File: src/hw/rtl/m4au_pkg.sv
// m4au_pkg: shared constants and types for the 4x4 fixed-point matrix unit
// no dependencies; imported by every module of the block except m4au_ram
package m4au_pkg;

    localparam int DIM        = 4;
    localparam int FRAC_BITS  = 16;
    localparam int ELEMS      = DIM * DIM;
    localparam int IDX_W      = 4;
    localparam int DIM_W      = 2;
    localparam int DATA_W     = 32;
    localparam int ACC_W      = 66;
    localparam int QUO_W      = 48;

    localparam logic [2:0] FUNC_MUL = 3'd0;
    localparam logic [2:0] FUNC_ADD = 3'd1;
    localparam logic [2:0] FUNC_SUB = 3'd2;
    localparam logic [2:0] FUNC_SCL = 3'd3;
    localparam logic [2:0] FUNC_DIV = 3'd4;

    // controller to datapath
    typedef struct packed {
        logic             clear_acc;   // start a new element
        logic             mac_en;      // accumulate one product term
        logic             div_start;   // load divider
        logic             div_step;    // one quotient bit
        logic             finish;      // saturate and load output register
        logic [2:0]       func;
        logic [IDX_W-1:0] elem;        // current result element
        logic [DIM_W-1:0] k;           // inner product term
    } m4au_cmd_t;

    // datapath to controller
    typedef struct packed {
        logic out_busy;                // output register still holds a word
    } m4au_stat_t;

endpackage

File: src/hw/rtl/m4au_ram.sv
// m4au_ram: generic single-write, single-read ram with registered read
// no dependencies
module m4au_ram #(
    parameter int WIDTH = 32,
    parameter int DEPTH = 16
) (
    input  logic                     aclk,
    input  logic                     wr_en,
    input  logic [$clog2(DEPTH)-1:0] wr_addr,
    input  logic [WIDTH-1:0]         wr_data,
    input  logic [$clog2(DEPTH)-1:0] rd_addr,
    output logic [WIDTH-1:0]         rd_data
);
    logic [WIDTH-1:0] mem [DEPTH];

    always_ff @(posedge aclk) begin
        if (wr_en) begin
            mem[wr_addr] <= wr_data;
        end
        rd_data <= mem[rd_addr];
    end
endmodule

File: src/hw/rtl/m4au_datapath.sv
// m4au_datapath: operand stores, multiply-accumulate, bit-serial divider, output register
// depends on m4au_pkg and m4au_ram
module m4au_datapath
    import m4au_pkg::*;
(
    input  logic                     aclk,
    input  logic                     aresetn,
    input  logic                     in_wr,
    input  logic [IDX_W-1:0]         in_idx,
    input  logic signed [DATA_W-1:0] in_lhs,
    input  logic signed [DATA_W-1:0] in_rhs,
    input  m4au_cmd_t                cmd,
    output m4au_stat_t               stat,
    output logic [DATA_W-1:0]        out_value,
    output logic [IDX_W-1:0]         out_index,
    output logic                     out_last,
    output logic                     out_ovf,
    output logic                     out_dz,
    output logic                     out_valid,
    input  logic                     out_ready
);
    logic [IDX_W-1:0] rd_a, rd_b;
    logic signed [DATA_W-1:0] a_q, b_q;
    logic [DIM_W-1:0] row, col;

    assign row = cmd.elem[DIM_W-1:0];
    assign col = cmd.elem[IDX_W-1:DIM_W];

    always_comb begin
        if (cmd.func == FUNC_MUL) begin
            rd_a = {cmd.k, row};
            rd_b = {col, cmd.k};
        end else begin
            rd_a = cmd.elem;
            rd_b = cmd.elem;
        end
    end

    m4au_ram #(.WIDTH(DATA_W), .DEPTH(ELEMS)) u_left (
        .aclk(aclk), .wr_en(in_wr), .wr_addr(in_idx), .wr_data(in_lhs),
        .rd_addr(rd_a), .rd_data(a_q)
    );
    m4au_ram #(.WIDTH(DATA_W), .DEPTH(ELEMS)) u_right (
        .aclk(aclk), .wr_en(in_wr), .wr_addr(in_idx), .wr_data(in_rhs),
        .rd_addr(rd_b), .rd_data(b_q)
    );

    // product register then accumulate
    logic signed [2*DATA_W-1:0] prod_reg;
    logic                       prod_vld_reg;
    logic signed [ACC_W-1:0]    acc_reg, acc_next;

    always_ff @(posedge aclk) begin
        prod_reg <= a_q * b_q;
        if (!aresetn) begin
            prod_vld_reg <= 1'b0;
        end else begin
            prod_vld_reg <= cmd.mac_en;
        end
        acc_reg <= acc_next;
    end

    always_comb begin
        acc_next = acc_reg;
        if (cmd.clear_acc) begin
            acc_next = '0;
        end else if (prod_vld_reg) begin
            acc_next = acc_reg + ACC_W'(prod_reg >>> FRAC_BITS);
        end else if (cmd.func == FUNC_ADD) begin
            acc_next = ACC_W'(a_q) + ACC_W'(b_q);
        end else if (cmd.func == FUNC_SUB) begin
            acc_next = ACC_W'(a_q) - ACC_W'(b_q);
        end
    end

    // restoring divider on magnitudes, one quotient bit per step
    logic [QUO_W-1:0]  dvd_reg, quo_reg;
    logic [DATA_W:0]   rem_reg, dvs_reg;
    logic              neg_reg, dz_reg, aneg_reg;
    logic [DATA_W:0]   trial;

    assign trial = {rem_reg[DATA_W-1:0], dvd_reg[QUO_W-1]} - dvs_reg;

    always_ff @(posedge aclk) begin
        if (cmd.div_start) begin
            dvd_reg  <= {(a_q[DATA_W-1] ? 32'(-a_q) : 32'(a_q)), 16'd0};
            dvs_reg  <= {1'b0, (b_q[DATA_W-1] ? 32'(-b_q) : 32'(b_q))};
            rem_reg  <= '0;
            quo_reg  <= '0;
            neg_reg  <= a_q[DATA_W-1] ^ b_q[DATA_W-1];
            aneg_reg <= a_q[DATA_W-1];
            dz_reg   <= (b_q == 0);
        end else if (cmd.div_step) begin
            dvd_reg <= {dvd_reg[QUO_W-2:0], 1'b0};
            if (!trial[DATA_W]) begin
                rem_reg <= trial;
                quo_reg <= {quo_reg[QUO_W-2:0], 1'b1};
            end else begin
                rem_reg <= {rem_reg[DATA_W-1:0], dvd_reg[QUO_W-1]};
                quo_reg <= {quo_reg[QUO_W-2:0], 1'b0};
            end
        end
    end

    // final value and saturation
    logic signed [ACC_W-1:0] fin;
    logic [DATA_W-1:0]       sat_val;
    logic                    sat_ovf, fin_dz;

    always_comb begin
        fin    = acc_reg;
        fin_dz = 1'b0;
        if (cmd.func == FUNC_DIV) begin
            fin = neg_reg ? -ACC_W'(quo_reg) : ACC_W'(quo_reg);
        end
        sat_ovf = 1'b0;
        if (fin > ACC_W'(33'sh0_7FFF_FFFF)) begin
            sat_val = 32'h7FFF_FFFF;
            sat_ovf = 1'b1;
        end else if (fin < -ACC_W'(33'sh0_8000_0000)) begin
            sat_val = 32'h8000_0000;
            sat_ovf = 1'b1;
        end else begin
            sat_val = fin[DATA_W-1:0];
        end
        if (cmd.func == FUNC_DIV && dz_reg) begin
            sat_val = aneg_reg ? 32'h8000_0000 : 32'h7FFF_FFFF;
            sat_ovf = 1'b0;
            fin_dz  = 1'b1;
        end
    end

    always_ff @(posedge aclk) begin
        if (!aresetn) begin
            out_valid <= 1'b0;
        end else if (cmd.finish) begin
            out_valid <= 1'b1;
        end else if (out_ready) begin
            out_valid <= 1'b0;
        end
        if (cmd.finish) begin
            out_value <= sat_val;
            out_index <= cmd.elem;
            out_last  <= (cmd.elem == IDX_W'(ELEMS - 1));
            out_ovf   <= sat_ovf;
            out_dz    <= fin_dz;
        end
    end

    assign stat.out_busy = out_valid && !out_ready;

`ifndef SYNTH
    a_finish_free: assert property (@(posedge aclk) disable iff (!aresetn)
        cmd.finish |-> !(out_valid && !out_ready))
        else $error("finish while output register full");
    a_dz_only_div: assert property (@(posedge aclk) disable iff (!aresetn)
        (out_valid && out_dz) |-> !out_ovf)
        else $error("overflow and zero divisor flagged together");
    a_last_idx: assert property (@(posedge aclk) disable iff (!aresetn)
        (out_valid && out_last) |-> (out_index == IDX_W'(ELEMS - 1)))
        else $error("last flag on wrong element");
`endif
endmodule

File: src/hw/rtl/m4au_ctrl.sv
// m4au_ctrl: sequencer for load, compute and emit of the matrix unit
// depends on m4au_pkg
module m4au_ctrl
    import m4au_pkg::*;
(
    input  logic             aclk,
    input  logic             aresetn,
    input  logic             in_fire,
    input  logic [2:0]       in_func,
    input  logic [IDX_W-1:0] in_idx,
    output logic             in_ready,
    output m4au_cmd_t        cmd,
    input  m4au_stat_t       stat
);
    localparam logic [2:0] ST_IDLE = 3'd0;
    localparam logic [2:0] ST_RD   = 3'd1;  // address presented, ram reading
    localparam logic [2:0] ST_OP   = 3'd2;  // operands available
    localparam logic [2:0] ST_MAC  = 3'd3;  // drain product pipeline
    localparam logic [2:0] ST_DIV  = 3'd4;
    localparam logic [2:0] ST_FIN  = 3'd5;

    logic [2:0]       state_reg, state_next;
    logic [2:0]       func_reg, func_next;
    logic [IDX_W-1:0] elem_reg, elem_next;
    logic [DIM_W-1:0] k_reg, k_next;
    logic [5:0]       cnt_reg, cnt_next;

    assign in_ready = (state_reg == ST_IDLE);

    always_ff @(posedge aclk) begin
        if (!aresetn) begin
            state_reg <= ST_IDLE;
            func_reg  <= FUNC_MUL;
            elem_reg  <= '0;
            k_reg     <= '0;
            cnt_reg   <= '0;
        end else begin
            state_reg <= state_next;
            func_reg  <= func_next;
            elem_reg  <= elem_next;
            k_reg     <= k_next;
            cnt_reg   <= cnt_next;
        end
    end

    always_comb begin
        state_next = state_reg;
        func_next  = func_reg;
        elem_next  = elem_reg;
        k_next     = k_reg;
        cnt_next   = cnt_reg;
        cmd        = '0;
        cmd.func   = func_reg;
        cmd.elem   = elem_reg;
        cmd.k      = k_reg;
        unique case (state_reg)
            ST_IDLE: begin
                if (in_fire && in_idx == IDX_W'(ELEMS - 1) && in_func <= FUNC_DIV) begin
                    func_next  = in_func;
                    elem_next  = '0;
                    k_next     = '0;
                    state_next = ST_RD;
                end
            end
            ST_RD: begin
                cmd.clear_acc = (k_reg == '0);
                state_next    = ST_OP;
            end
            ST_OP: begin
                unique case (func_reg)
                    FUNC_MUL, FUNC_SCL: begin
                        cmd.mac_en = 1'b1;
                        if (func_reg == FUNC_MUL && k_reg != DIM_W'(DIM - 1)) begin
                            k_next     = k_reg + 1'b1;
                            state_next = ST_RD;
                        end else begin
                            state_next = ST_MAC;
                        end
                    end
                    FUNC_DIV: begin
                        cmd.div_start = 1'b1;
                        cnt_next      = 6'(QUO_W);
                        state_next    = ST_DIV;
                    end
                    default: state_next = ST_FIN;
                endcase
            end
            ST_MAC: begin
                state_next = ST_FIN;
            end
            ST_DIV: begin
                cmd.div_step = 1'b1;
                cnt_next     = cnt_reg - 1'b1;
                if (cnt_reg == 6'd1) begin
                    state_next = ST_FIN;
                end
            end
            ST_FIN: begin
                if (!stat.out_busy) begin
                    cmd.finish = 1'b1;
                    k_next     = '0;
                    if (elem_reg == IDX_W'(ELEMS - 1)) begin
                        state_next = ST_IDLE;
                    end else begin
                        elem_next  = elem_reg + 1'b1;
                        state_next = ST_RD;
                    end
                end
            end
            default: state_next = ST_IDLE;
        endcase
    end

`ifndef SYNTH
    a_ready_idle: assert property (@(posedge aclk) disable iff (!aresetn)
        in_ready |-> (state_reg == ST_IDLE))
        else $error("ready outside idle");
    a_mac_mul: assert property (@(posedge aclk) disable iff (!aresetn)
        cmd.mac_en |-> (func_reg == FUNC_MUL || func_reg == FUNC_SCL))
        else $error("accumulate for wrong operation");
    a_div_len: assert property (@(posedge aclk) disable iff (!aresetn)
        cmd.div_start |=> (state_reg == ST_DIV))
        else $error("divider not stepped after start");
`endif
endmodule

File: src/hw/rtl/matrix4_arithmetic_unit.sv
// matrix4_arithmetic_unit: top level of the 4x4 Q16.16 matrix unit
// depends on m4au_pkg, m4au_ctrl and m4au_datapath
//
// usage:
//  - s_ words carry one lhs/rhs element pair each, stored at element_index
//    (column*4+row); a word at index 15 with func 0..4 starts the operation
//  - ops: multiply, add, subtract, scale (rhs scalar repeated), divide
//  - m_ words return 16 result elements in index order, tlast on the sixteenth
//  - a loading word is taken while idle; s_tready drops while results are computed
//  - per result: add/sub read, operate and finish; scale also drains the product
//    register; multiply runs four terms through one multiplier and accumulator;
//    divide runs the 48-step bit-serial divider
//  - saturation to 0x7fffffff/0x80000000 sets the overflow flag; a zero divisor
//    saturates by the dividend's sign and sets the divide-by-zero flag
//  - if the receiver stalls, the output register holds the word and the
//    sequencer waits; nothing is dropped
//  - reset (aresetn low, synchronous) returns to idle and empties the output;
//    the element stores are not cleared
module matrix4_arithmetic_unit
    import m4au_pkg::*;
(
    input  logic        aclk,
    input  logic        aresetn,
    input  logic        s_tvalid,
    output logic        s_tready,
    input  logic [71:0] s_tdata,   // element_index[3:0], lhs_element[35:4], rhs_element[67:36]
    input  logic [2:0]  s_tuser,   // func[2:0]
    output logic        m_tvalid,
    input  logic        m_tready,
    output logic [39:0] m_tdata,   // result_value[31:0], result_index[35:32], overflow_flag[36],
                                   // divide_by_zero_flag[37]
    output logic        m_tlast    // last_result
);
    m4au_cmd_t  cmd;
    m4au_stat_t stat;
    logic       in_fire;
    logic [DATA_W-1:0] r_val;
    logic [IDX_W-1:0]  r_idx;
    logic              r_ovf, r_dz;

    assign in_fire = s_tvalid && s_tready;

    m4au_ctrl u_ctrl (
        .aclk(aclk), .aresetn(aresetn), .in_fire(in_fire), .in_func(s_tuser),
        .in_idx(s_tdata[3:0]), .in_ready(s_tready), .cmd(cmd), .stat(stat)
    );

    m4au_datapath u_dp (
        .aclk(aclk), .aresetn(aresetn), .in_wr(in_fire), .in_idx(s_tdata[3:0]),
        .in_lhs(s_tdata[35:4]), .in_rhs(s_tdata[67:36]), .cmd(cmd), .stat(stat),
        .out_value(r_val), .out_index(r_idx), .out_last(m_tlast), .out_ovf(r_ovf),
        .out_dz(r_dz), .out_valid(m_tvalid), .out_ready(m_tready)
    );

    assign m_tdata = {2'b00, r_dz, r_ovf, r_idx, r_val};

`ifndef SYNTH
    a_no_in_busy: assert property (@(posedge aclk) disable iff (!aresetn)
        (m_tvalid && !m_tready) |=> m_tvalid)
        else $error("result dropped under stall");
    a_hold: assert property (@(posedge aclk) disable iff (!aresetn)
        (m_tvalid && !m_tready) |=> $stable(m_tdata))
        else $error("result changed under stall");
    a_busy_out: assert property (@(posedge aclk) disable iff (!aresetn)
        m_tvalid |-> !s_tready || m_tlast)
        else $error("input taken during emit");
`endif
endmodule

File: config.mk
export PLATFORM = sky130hd
export DESIGN_NAME = matrix4_arithmetic_unit
export DESIGN_NICKNAME = d
export VERILOG_FILES = /design/src/hw/rtl/m4au_pkg.sv /design/src/hw/rtl/m4au_ram.sv /design/src/hw/rtl/m4au_datapath.sv /design/src/hw/rtl/m4au_ctrl.sv /design/src/hw/rtl/matrix4_arithmetic_unit.sv
export SDC_FILE = /design/constraint.sdc
export NUM_CORES = 2
export LEC_CHECK = 0
export ABC_AREA = 1
export ABC_CLOCK_PERIOD_IN_PS = 14100
export BUFFER_PORTS_ARGS = -buffer_cell sky130_fd_sc_hd__clkbuf_2
export CAP_MARGIN = 20
export CELL_PAD_IN_SITES_DETAIL_PLACEMENT = 0
export CELL_PAD_IN_SITES_GLOBAL_PLACEMENT = 1
export CORE_MARGIN = 10
export CORE_UTILIZATION = 55
export CTS_BUF_LIST = sky130_fd_sc_hd__clkbuf_16
export CTS_CLUSTER_DIAMETER = 80
export DETAILED_ROUTE_END_ITERATION = 16
export PLACE_DENSITY_LB_ADDON = 0.1
export SLEW_MARGIN = 20
export SYNTH_ARGS = -nofsm -noshare
export SYNTH_HDL_FRONTEND = slang
export SYNTH_SLANG_ARGS = --single-unit
File: constraint.sdc
create_clock -name aclk -period 14.1 [get_ports aclk]
set_clock_uncertainty 0.2 [all_clocks]
set_input_delay 1.41 -clock aclk [delete_from_list [all_inputs] [get_ports aclk]]
set_output_delay 1.41 -clock aclk [all_outputs]
set_load 0.01 [all_outputs]
==> key figures <==
Yosys
  • Most used DFF post-synth: edfxtp_1
  • Post-synth ARST share: 0%
  • Syn Area/Cell: 9.239 um2
  • Post-synth top area cell: edfxtp_1
  • Most instantiated cells after synthesis: inv_1, nand2_1, nor2_1, edfxtp_1, fa_1
  • Register area share after synthesis: 38.47%
  • Ranking of synthesized cells by area: edfxtp_1, fa_1, inv_1, nand2_1, dfxtp_1
  • Post-Synthesis Cells: roughly 11000
  • Mapped Area: between 0.1 and 0.15 mm2
  • Synth warnings: 0
  • Synth cell types: 65
  • Dominant cell by count in the synthesized netlist: inv_1
  • Post-synth top area share: 33.05%
  • Synth Register Bits: 1408
  • EDFF count, synth: 1130

Setup path
  • Crit. Startpoint: u_dp.u_right.rd_data[5]
  • CP peak stage delay: 940 ps
  • Crit path kind: reg -> reg
  • Crit path max-delay cell type: fa_1
  • CP arrival: 9420 ps
  • Cell with the most instances on the worst path: fa_1
  • R2R Path Start: u_dp.u_right.rd_data[5]
  • Crit path launch type: flip-flop
  • Family with the most delay on the worst path: adder cells
  • Worst Path Max Fanout: 36
  • Endpoint class of the critical path: flip-flop
  • WP data required: 14620 ps
  • Critical path buffers and inverters: 7

STA
  • F_max: 0.1124 GHz
  • Tcrit/Tclk final: between 60% and 70%
  • Worst Tran Pin Value: 1125 ps
  • Worst setup margin: about 5200 ps
  • Final min period: ~9000 ps
  • Final Hold Fails: 0
  • # setup viols final: 0
  • RSZ-0062 raised after global routing: false
  • Total negative slack: 0 ps
  • Max-slew violation count: 0
  • Slew HR: 24.03%

CTS
  • CTS clock-pin slew for the worst setup and hold paths: about 70 ps
  • Clock Sinks: 1408
  • Clk_lat worst skew: 840 ps
  • H-tree depth: 4
  • Clk buf depth: 3
  • Hold Buf Count CTS: 0
  • Post-CTS setup-driven buffer insertion count: 0
  • Resized cells post-CTS: 0
  • CTS tree: built
  • Num CTS Buffers: 155
  • Clock root buffer: clkbuf_16

Floorplan
  • Io pins: roughly 120
  • Core region area: 0.1856 mm2
  • Initial Util: between 50% and 60%
  • Die width: 452.1 um
  • Die height: 452.1 um
  • Die area: 0.2044 mm2
  • # rows: 158

Layout
  • NumNets Final: 12440
  • Fin util: 59.44%
  • Syn-to-layout area delta: 7.471%
  • Layout cell share with drive strength beyond 1: 5.597%

Global route
  • Global-route wire length before repair: 465.3 mm
  • Vias in the first global route: 77680
  • Initial antenna violation count: 21
  • GRT Total Usage: 29.48%
  • GRT overflow: 0
  • Largest net degree at the start of global routing: 181

Placement
  • DPL Wire Length: 208.5 mm
  • Placer congestion estimate: 0.9712
  • I/O Buffers: 115
  • Place WS: between 5000 and 6000 ps

Drt
  • Final wirelength: around 300 mm
  • First-pass iteration count of the detailed router: 5
  • Initial drt markers: 7016
  • DRC: 0
  • Vias per cell: 5.667
  • Routed Antenna Nets: 0
  • DR WL/cell: 22.33 um
  • Vias: 76830

Job
  • Max-cap check violation count: 0

Min path
  • Min-delay src: u_ctrl.cnt_reg[5]
  • Hold Path Class: reg -> reg

Run status
  • Status: finished clean
-- worst register-to-register path, cell delays in order, from the launching register on --
cell,delay [ps]
dfxtp_2,930
nand2_1,310
inv_1,140
fa_1,410
inv_1,270
fa_1,480
inv_1,220
fa_1,500
fa_1,940
inv_1,430
fa_1,600
inv_1,60
fa_1,540
inv_1,50
fa_1,470
inv_1,50
fa_1,450
ha_1,380
a21oi_1,280
o21ai_0,170
o21bai_1,210
a31oi_1,130
o21ai_0,120
a21oi_1,120
o21ai_0,160
xor2_1,180
-- final timing paths --
check	end	slack, ps	cells past startpoint
worst min register to register	u_ctrl.cnt_reg[5]	270	1
worst max-delay path	u_dp.prod_reg[61]	5200	25
worst max register to register	u_dp.prod_reg[61]	5200	25
worst min-delay path	u_ctrl.cnt_reg[5]	270	1
-- kinds of logic (layout without fill, tap and decap cells) --
logic type / after synthesis / after routing / share of synthesized area (%)
AND/OR/NAND/NOR: 3543 / 3543 / 13.75
other: 1 / 4 / 0.003652
buffers and inverters: 2695 / 2658 / 9.955
adder cells (fa/ha/maj): 1402 / 1402 / 25.01
AO/OA/AOI/OAI: 1763 / 1763 / 10.11
flip-flops: 1408 / 1408 / 38.47
multiplexers: 104 / 104 / 1.014
XOR/XNOR: 197 / 197 / 1.680
-- layout make-up --
| type | count | area [um2] |
|---|---|---|
| Clock inverter | 124 | 1020 |
| Clock buffer | 155 | 3879 |
| Fill cell | 16010 | 75280 |
| Inverter | 2131 | 8016 |
| Sequential cell | 1408 | 39570 |
| Timing Repair Buffer | 248 | 1607 |
| Tap cell | 2480 | 3103 |
| Multi-Input combinational cell | 7011 | 53140 |
| Antenna cell | 2 | 5.005 |
-- per-stage QoR --
stage	instance area (um2)	hold WS [ps]	cells
global route	110300	301.1	13560
global placement	105400	251.7	13280
detailed placement	105400	254.2	13280
CTS	110300	266.8	13560
floorplan	102700	231.4	11110
finish	110300	268.9	13560
-- metal layers --
metal | part of all wire [%] | up-vias | track usage (%)
met1 | 42 | 38370 | 40.43
met2 | 47 | 2720 | 47.66
met5 | 0.050 | - | 0
met4 | 3.9 | 22 | 10.64
li1 | - | 35170 | -
met3 | 7.1 | 555 | 4.611
-- placed cells by master (no fill, tap or decap), drive strengths merged, types with 94 or more instances in the layout --
cell type  Yosys  routed
a21oi        406     406
buf          149     133
clkbuf       415     270
dfxtp        278     278
edfxtp      1130    1130
fa          1084    1084
ha           318     318
inv         2127    2169
mux2i        104     104
nand2       1941    1941
nand3        258     258
nor2        1179    1179
o211ai       111     111
o21ai        782     782
o22ai         94      94
o32ai        115     115
xor2         139     139
Power is left out: the tool's default activity adds up to more than one toggle a clock period on the data nets, which glitch-free logic cannot reach.
